File: config.mk
export PLATFORM = sky130hd
export DESIGN_NAME = hse_ctrl
export DESIGN_NICKNAME = d
export VERILOG_FILES = /design/src/hdl/hse_pkg.sv /design/src/hdl/hse_ctrl.sv
export SDC_FILE = /design/constraint.sdc
export NUM_CORES = 1
export LEC_CHECK = 0
export BUFFER_PORTS_ARGS = -buffer_cell sky130_fd_sc_hd__buf_4
export CAP_MARGIN = 10
export CORE_MARGIN = 2
export CORE_UTILIZATION = 49
export DETAILED_ROUTE_END_ITERATION = 7
export HOLD_SLACK_MARGIN = 0.03
export PLACE_DENSITY = 0.86
export SETUP_SLACK_MARGIN = 0.02
export SLEW_MARGIN = 20
export SYNTH_ARGS = -nofsm -noshare
export SYNTH_HDL_FRONTEND = slang
export SYNTH_SLANG_ARGS = --single-unit
File: constraint.sdc
create_clock -name i_clk -period 2.07 [get_ports i_clk]
set_input_delay 0.207 -clock i_clk [delete_from_list [all_inputs] [get_ports i_clk]]
set_output_delay 0.207 -clock i_clk [all_outputs]
set_load 0.01 [all_outputs]
File: src/hdl/hse_pkg.sv
// Shared types for the heap sort engine: word type, command and status bundles.
// No dependencies.
`default_nettype none

package hse_pkg;

    localparam int unsigned WORD_W = 32;

    typedef logic signed [WORD_W-1:0] t_word;

    // Commands from the controller to the datapath
    typedef struct packed {
        logic in_ready;    // take input words
        logic build_init;  // start heap build over the loaded set
        logic heap_load;   // read the next build node
        logic cur_load;    // capture the value being sifted
        logic sift_rd;     // read both children of the current node
        logic sift_cmp;    // compare and move one level down
        logic k_dec;       // step the loop counter down
        logic sort_init;   // start the extraction loop
        logic swap_rd;     // read root and last unsorted entry
        logic swap_wr;     // park the root at the end of the heap
        logic out_init;    // rewind the read-out index
        logic out_rd;      // read the next sorted entry
        logic out_ld;      // load the output register
    } t_cmd;

    // Status from the datapath to the controller
    typedef struct packed {
        logic last_acc;    // a word flagged last was taken
        logic small_set;   // the closed set holds a single element
        logic move;        // a child is larger than the sifted value
        logic k_one;       // loop counter equals one
        logic k_two;       // loop counter equals two
        logic out_free;    // output register can take a word
        logic out_last;    // read-out index is on the final element
    } t_stat;

endpackage

`default_nettype wire

File: src/hdl/hse_ctrl.sv
// Sequencer for the heap sort engine: load, heap build, extraction and read-out.
// Depends on hse_pkg for the command and status bundles.
`default_nettype none

module hse_ctrl
    import hse_pkg::*;
(
    input  logic  i_clk,
    input  logic  i_rst_n,
    input  t_stat i_stat,
    output t_cmd  o_cmd
);

    typedef enum logic [8:0] {
        ST_IDLE     = 9'b000000001,
        ST_HEAP_LD  = 9'b000000010,
        ST_HEAP_CUR = 9'b000000100,
        ST_SIFT_RD  = 9'b000001000,
        ST_SIFT_CMP = 9'b000010000,
        ST_SWAP_RD  = 9'b000100000,
        ST_SWAP_WR  = 9'b001000000,
        ST_OUT_RD   = 9'b010000000,
        ST_OUT_LD   = 9'b100000000
    } t_state;

    t_state r_state;
    t_state n_state;
    logic   r_sorting;
    logic   n_sorting;

    // Next state and commands
    always_comb begin
        n_state   = r_state;
        n_sorting = r_sorting;
        o_cmd     = '0;
        unique case (r_state)
            ST_IDLE: begin
                o_cmd.in_ready = 1'b1;
                if (i_stat.last_acc) begin
                    if (i_stat.small_set) begin
                        o_cmd.out_init = 1'b1;
                        n_state        = ST_OUT_RD;
                    end else begin
                        o_cmd.build_init = 1'b1;
                        n_sorting        = 1'b0;
                        n_state          = ST_HEAP_LD;
                    end
                end
            end
            ST_HEAP_LD: begin
                o_cmd.heap_load = 1'b1;
                n_state         = ST_HEAP_CUR;
            end
            ST_HEAP_CUR: begin
                o_cmd.cur_load = 1'b1;
                n_state        = ST_SIFT_RD;
            end
            ST_SIFT_RD: begin
                o_cmd.sift_rd = 1'b1;
                n_state       = ST_SIFT_CMP;
            end
            ST_SIFT_CMP: begin
                o_cmd.sift_cmp = 1'b1;
                if (i_stat.move) begin
                    n_state = ST_SIFT_RD;
                end else if (!r_sorting) begin
                    // build sift done: start extraction once the root is done, else load the next node
                    if (i_stat.k_one) begin
                        o_cmd.sort_init = 1'b1;
                        n_sorting       = 1'b1;
                        n_state         = ST_SWAP_RD;
                    end else begin
                        o_cmd.k_dec = 1'b1;
                        n_state     = ST_HEAP_LD;
                    end
                end else begin
                    // extraction sift done: after the last swap the store is in ascending order, else swap again
                    if (i_stat.k_two) begin
                        o_cmd.out_init = 1'b1;
                        n_state        = ST_OUT_RD;
                    end else begin
                        o_cmd.k_dec = 1'b1;
                        n_state     = ST_SWAP_RD;
                    end
                end
            end
            ST_SWAP_RD: begin
                o_cmd.swap_rd = 1'b1;
                n_state       = ST_SWAP_WR;
            end
            ST_SWAP_WR: begin
                o_cmd.swap_wr = 1'b1;
                n_state       = ST_SIFT_RD;
            end
            ST_OUT_RD: begin
                o_cmd.out_rd = 1'b1;
                n_state      = ST_OUT_LD;
            end
            ST_OUT_LD: begin
                if (i_stat.out_free) begin
                    o_cmd.out_ld = 1'b1;
                    n_state      = i_stat.out_last ? ST_IDLE : ST_OUT_RD;
                end
            end
            default: begin
                n_state = ST_IDLE;
            end
        endcase
    end

    // State registers
    always_ff @(posedge i_clk) begin
        if (!i_rst_n) begin
            r_state   <= ST_IDLE;
            r_sorting <= 1'b0;
        end else begin
            r_state   <= n_state;
            r_sorting <= n_sorting;
        end
    end

endmodule

`default_nettype wire

# Word level (Yosys, flattened, before mapping)
# Index checks and enable logic that the tools add are counted.
dict set report word_totals {
  register_bits 10
  in_bits 9
  output_inout_bits 13
  elab_cells 57
}
dict set report classes {
  eq_ne 13
  mux 38
  n_reduce_logical 4
}
# op count
set op_table {}
lappend op_table {{$pmux W9 S8} 1}
lappend op_table {{$mux W9} 4}
lappend op_table {{$mux W1} 24}
lappend op_table {{$mux W8} 3}
lappend op_table {{$eq A9 B1 Y1 const B} 1}
lappend op_table {{$eq A9 B2 Y1 const B} 1}
lappend op_table {{$eq A9 B3 Y1 const B} 1}
lappend op_table {{$eq A9 B4 Y1 const B} 1}
lappend op_table {{$eq A9 B5 Y1 const B} 1}
lappend op_table {{$eq A9 B6 Y1 const B} 1}
lappend op_table {{$eq A9 B7 Y1 const B} 1}
lappend op_table {{$eq A9 B8 Y1 const B} 1}
lappend op_table {{$eq A9 B9 Y1 const B} 1}
lappend op_table {{$ne A2 B2 Y1 const B} 4}
lappend op_table {{$mux W6} 1}
lappend op_table {{$mux W2} 2}
lappend op_table {{$pmux W1 S2} 2}
lappend op_table {{$reduce_and A4 Y1} 1}
lappend op_table {{$mux W3} 1}
lappend op_table {{$reduce_and A2 Y1} 1}
lappend op_table {{$reduce_bool A2 Y1} 1}
lappend op_table {{$reduce_or A2 Y1} 1}

# Logic depth before layout (Yosys ltp)
# Gate-level depths: netlist of the first run.
dict set report depth {
  word_depth 4
  mapped_depth 5
  ltp_nobuf 4
}

# Worst setup path before layout of the first run
# Ideal clock, no wire load.
dict set report synth_timing {
  kind {reg2out}
  start {register r_state[0]}
  end {output port o_cmd[3] in the netlist's numbering}
  arrival_time_ps 1657
  required_ps 1863
  path_slack_ps 206
  path_stages_with_launch 5
  path_buffers 1
  path_cell_list {dfxtp_1 -> buf_6 -> or3_4 -> or4_4 -> nor3b_1}
}
# element line_no
set synth_rtl {}
lappend synth_rtl {{start, declared} hse_ctrl.sv:26} ;# t_state r_state;
lappend synth_rtl {{start signal, assigned} hse_ctrl.sv:117} ;# r_state <= n_state;
lappend synth_rtl {{end, declared} hse_ctrl.sv:11} ;# output t_cmd o_cmd

==> results of run 1 <==
-- metal layers --
layer  wire, um  GRT usage
met1        858      0.327
met2       1060      0.391
met3        195     0.0388
met4         60     0.0563
met5          0          0
-- power breakdown --
group          leakage [nW]  internal (W)  total (W)  switching (W)
sequential           0.0836      0.000201   0.000216      0.0000150
clock                0.0138     0.0000675   0.000139      0.0000719
combinational         0.329      0.000109   0.000233       0.000124
-- timing repair --
| item | CTS | global route |
|---|---|---|
| cloned | 0 | 0 |
| gates resized for setup | 5 | 8 |
| setup endpoints to repair | 3 | 5 |
| pin swaps | 3 | 2 |
| setup buffers | 1 | 2 |
-- layout by cell type (no fill, tap or decap), types with 3 or more instances in the layout --
master / n
a31oi_1: 3
buf_4: 27
clkbuf_4: 3
dfxtp_1: 6
inv_1: 6
nand2_1: 9
nand4_1: 4
nor2_1: 6
nor2b_1: 4
nor3_1: 9
nor4_1: 4
o21ai_0: 4
-- sequential cells by signal, summed over array words and instances, names as in the netlist --
signal and count:
r_state 9, r_sorting 1
-- metrics by stage --
| stage | worst slack (ns) | hold WS, ns | cells |
|---|---|---|---|
| global route | 0.00383 | 0.193 | 136 |
| CTS | 0.0137 | 0.189 | 134 |
| global placement | 0.240 | 0.453 | 130 |
| finish | 0.0687 | 0.188 | 136 |
| detailed placement | 0.205 | 0.460 | 130 |
| floorplan | 0.206 | 0.340 | 96 |
-- area by class of cell --
type                       instances  area (sq um)
timing repair buffer              27           203
sequential                        10           210
fill                             107           360
clock buffer                       3          22.5
tap                               15          18.8
inverter                           6          22.5
multi-input combinational         75           513
-- kinds of logic after synthesis --
kind of cell	Yosys count	synth area share
AND/OR/NAND/NOR	55	0.455
AO/OA/AOI/OAI	16	0.151
buffers and inverters	11	0.0702
flip-flops	10	0.274
XOR/XNOR	3	0.0360
multiplexers	1	0.0137
-- worst max-delay path: cells and delay by family (launching register included) --
kind	cells	cell delay, ns
simple gates	3	1.04
buf+inv	1	0.14
flops	1	0.35
-- how the worst max path moves through the flow --
stage | endpoint | slack (ns) | cells past startpoint
2_1_floorplan | o_cmd[3] | 0.21 | 4
3_3_place_gp | o_cmd[3] | 0.24 | 4
3_5_place_dp | o_cmd[3] | 0.21 | 4
4_1_cts | o_cmd[3] | 0.01 | 4
5_1_grt | o_cmd[2] | 0.004 | 4
6_report | o_cmd[9] | 0.07 | 4
==> flow_metrics.tcl, run 1 <==
set metrics [dict create \
    period_needed_ns 2.00 \
    hold_viol 0 \
    clkLatencyLatePin_ns 0.27 \
    fmax_mhz 500 \
    hold_depth 3 \
    synth_cells 96 \
    placedInstanceArea_sq_um 901 \
    fp.dieH_um 42.6 \
    area_growth_syn_to_layout_pct 35.4 \
    synth_edf_count 0 \
    slew_violations 0 \
    status "complete, no violations" \
    ys_ff_latch 10 \
    grt_pass1_vias 734 \
    start_util 0.541 \
    synthesis.nets 105 \
    final_cell_area_sq_um 990 \
    max-vdd-ir-drop_mv 0.349 \
    cp_slowest_cell "or4_4" \
    max-cap-violations 0 \
    r2r_cells 5 \
    syn_avg_cell_area_sq_um 7.61 \
    worstPathMaxFanout 4 \
    skew_ns 0.00178 \
    antenna_found_initial 0 \
    wl_per_cell_um 16.0 \
    min_path_type "in2reg" \
    port_buffers 21 \
    powerDensity_nw_per_um2 594 \
    synth_common_cells "dfxtp_1, nor3_1, nand2_1" \
    route.final.wire_length_um 2180 \
    setup-tns-final_ns 0 \
    worst_hold_path.endpoint "r_state[0]$_SDFFE_PN1P_" \
    pin_count 22 \
    reg2reg_from "r_state[2]$_SDFFE_PN0P_" \
    grt_usage 0.239 \
    grt_max_degree 11 \
    vias 863 \
    drtIter0Drc 53 \
    n_antenna_cell 0 \
    crit_type "reg2out" \
    synth.distinct_cells 37 \
    cts_tree "yes" \
    worstReg2RegEnd "r_state[6]$_SDFFE_PN0P_" \
    finalCritPeriodShare 0.967 \
    min_from "i_stat[0]" \
    ys_seq_area_frac 0.274 \
    die_w_um 42.6 \
    grt_pass1_wl_um 3340 \
    start_kind "register" \
    cts_buffers 3 \
    synth_top_area_share 0.274 \
    root_buffer "clkbuf_4" \
    path_cells "or3_4 -> or4_4 -> nor3b_2 -> buf_4" \
    yosysWarnings 0 \
    end_kind "output port" \
    setup_viol 0 \
    fin_nets 132 \
    grt_setup_unrepaired "no" \
    row_count 13 \
    ys.flop_type "dfxtp_1" \
    arrival_ns 1.79 \
    drc_errors 0 \
    clk_pin_slew_ns 0.07 \
    drive_above_1_share 0.397 \
    leakage_nw 0.426 \
    firstDrtPassIters 4 \
    place.gp.congestion 0.837 \
    tightest_slew_ns 0.506 \
    core_sq_um 1350 \
    utilization 0.733 \
    postRouteAntennaNets 0 \
    dieArea_sq_um 1820 \
    async_reset_ff_frac 0 \
    drt-vias-per-instance 6.35 \
    cts.hold.buffers_added 0 \
    cts_sinks 10 \
    cp-startpoint "r_state[1]$_SDFFE_PN0P_" \
    cts_buffer_depth 2 \
    slew_headroom 0.660 \
    hpwlAfterDp_um 1460 \
    syn_area_sq_um 731 \
    h-tree-depth 1 \
    synth_area_leaders "dfxtp_1, nor3_1, nand2_1, nor4_1, nand4_1" \
    worst_ep_required_time_ns 1.86 \
    yosys.area.top_type "dfxtp_1" \
    globalRouteOverflowTotal 0 \
    cp_slowest_stage_delay_ns 0.46 \
    r2r_setup_slack_ns 0.29 \
    fin_total_pwr_w 0.000588 \
]
Note: power is estimated with default switching activity, not from simulation.
==> run 2, diff against run 1 <==
- PLACE_DENSITY: 0.86 -> 0.74
==> run 2 against run 1 <==
  * Setup slack better by 0.0095 ns
  * Sequential power is essentially flat
  * Final area is 2.1% higher
  * Critical endpoint unchanged
  * Final cell count grew 3.7%
  * Clock-buffer cell count is 1 higher
  * Register-to-register slack gained 0.04 ns
  * Critical path depth did not move
  * Clock skew increased by 0.0018 ns
  * Core utilization up 1.6 points
  * Sequential share of layout area down 0.57 points
  * Maximum frequency increased by 0.48%
  * Global-route usage decreased by 0.53 points
==> flow_metrics.tcl, run 2 (synthesis results as in run 1) <==
set metrics [dict create \
    status "complete, no violations" \
    area_growth_syn_to_layout_pct 38.4 \
    drtIter0Drc 24 \
    crit_type "reg2out" \
    setup_viol 0 \
    max-cap-violations 0 \
    powerDensity_nw_per_um2 614 \
    start_kind "register" \
    fin_total_pwr_w 0.000620 \
    cts_buffer_depth 2 \
    layout_commonest_cell "buf_4" \
    cts_buffers 3 \
    dieArea_sq_um 1820 \
    cts_sinks 10 \
    seq_area_sq_um 209 \
    route.final.wire_length_um 1950 \
    fp.dieH_um 42.6 \
    hold_viol 0 \
    grt_pass1_vias 726 \
    die_w_um 42.6 \
    max-vdd-ir-drop_mv 0.346 \
    worstReg2RegEnd "r_state[4]$_SDFFE_PN0P_" \
    p_int_w 0.000417 \
    reg.largest.list "r_state x9, r_sorting x1" \
    finalCritPeriodShare 0.962 \
    h-tree-depth 1 \
    largest_reg_flops 9 \
    core_sq_um 1350 \
    r2r_setup_slack_ns 0.33 \
    globalRouteOverflowTotal 0 \
    antenna_found_initial 0 \
    multi_input_area_sq_um 492 \
    reg2reg_from "r_state[4]$_SDFFE_PN0P_" \
    n_antenna_cell 0 \
    fmax_mhz 502 \
    place.gp.congestion 0.771 \
    skew_ns 0.00359 \
    hold_depth 3 \
    min_from "i_stat[0]" \
    hpwlAfterDp_um 1430 \
    cp-startpoint "r_state[1]$_SDFFE_PN0P_" \
    placed_cells_incl_taps 131 \
    grt_pass1_wl_um 3200 \
    worst_ep_required_time_ns 1.86 \
    drt-vias-per-instance 5.94 \
    leakage_nw 0.446 \
    min_path_type "in2reg" \
    grt_usage 0.234 \
    drive_above_1_share 0.381 \
    final_cells 141 \
    clkLatencyLatePin_ns 0.27 \
    port_buffers 21 \
    power.clock.fraction 0.294 \
    postRouteAntennaNets 0 \
    utilization 0.749 \
    pin_count 22 \
    period_needed_ns 1.99 \
    firstDrtPassIters 4 \
    p_switching_w 0.000203 \
    worst_hold_path.endpoint "r_state[0]$_SDFFE_PN1P_" \
    start_util 0.541 \
    grt_setup_unrepaired "yes" \
    regMostFlops "r_state" \
    r2r_cells 5 \
    setup-tns-final_ns 0 \
    switching_share 0.328 \
    slew_violations 0 \
    nFillCells 110 \
    cts.hold.buffers_added 0 \
    wl_per_cell_um 13.8 \
    end_kind "output port" \
    arrival_ns 1.78 \
    clk_pin_slew_ns 0.07 \
    vias 838 \
    combPwrFrac 0.359 \
    tightest_slew_ns 0.459 \
    final_cell_mix "buf_4, nor3_1, nand2_1" \
    hold_ws_ns 0.190 \
    cts_tree "yes" \
    pwr-share-seq 0.346 \
    row_count 13 \
    drc_errors 0 \
    worstPathMaxFanout 5 \
    slew_headroom 0.691 \
    root_buffer "clkbuf_4" \
    fin_nets 136 \
    grt_max_degree 11 \
]
-- run 2: changes by cell type in the layout (fill, tap and decap cells not counted), sizes merged --
| cell | delta |
|---|---|
| buf | +4 |
| clkbuf | +1 |
-- run 2: worst max-delay path: stages, from the launching register on --
cell     delay [ns]
dfxtp_4        0.36
or3_4          0.38
or4_4          0.45
nor3b_2        0.18
buf_4          0.14
-- run 2: repair_timing --
item,CTS,global route
gates resized for setup,4,4
buffers inserted,1,5
pin swaps,2,3
setup endpoints to repair,3,6
-- run 2: worst max path at each step --
stage	end	slack (ns)	depth (start not counted)
4_1_cts	o_cmd[0]	0.02	4
5_1_grt	o_cmd[9]	-0.02	4
3_3_place_gp	o_cmd[3]	0.26	4
2_1_floorplan	o_cmd[3]	0.21	4
3_5_place_dp	o_cmd[3]	0.25	4
6_report	o_cmd[9]	0.08	4
-- run 2: layer usage --
layer | up-vias | GRT usage | routed length, um
li1 | 415 | - | -
met1 | 385 | 0.283 | 861
met2 | 34 | 0.394 | 948
met3 | 4 | 0.0690 | 116
met4 | 0 | 0.0750 | 21
met5 | - | 0 | 0
-- run 2: stage by stage --
stage	cell area, sq um	setup slack [ns]
2_1_floorplan	731	0.206
3_3_place_gp	908	0.263
3_5_place_dp	908	0.245
4_1_cts	966	0.0178
5_1_grt	1010	-0.0248
6_report	1010	0.0782
-- run 2: layout make-up --
cell class | instances | share of cell area
clock buffers | 4 | 0.0359
inverters | 6 | 0.0223
repair buffers | 31 | 0.230
multi-input cells | 75 | 0.486
flip-flops and latches | 10 | 0.207
well taps | 15 | 0.0186
-- run 2: power groups by stage --
stage / sequential [W] / clock (W) / combinational [W]
detailed placement: 0.000221 / 0 / 0.000203
floorplan: 0.000212 / 0 / 0.000150
finish: 0.000215 / 0.000183 / 0.000223
global placement: 0.000221 / 0 / 0.000205
CTS: 0.000217 / 0.000187 / 0.000206
global route: 0.000217 / 0.000198 / 0.000243
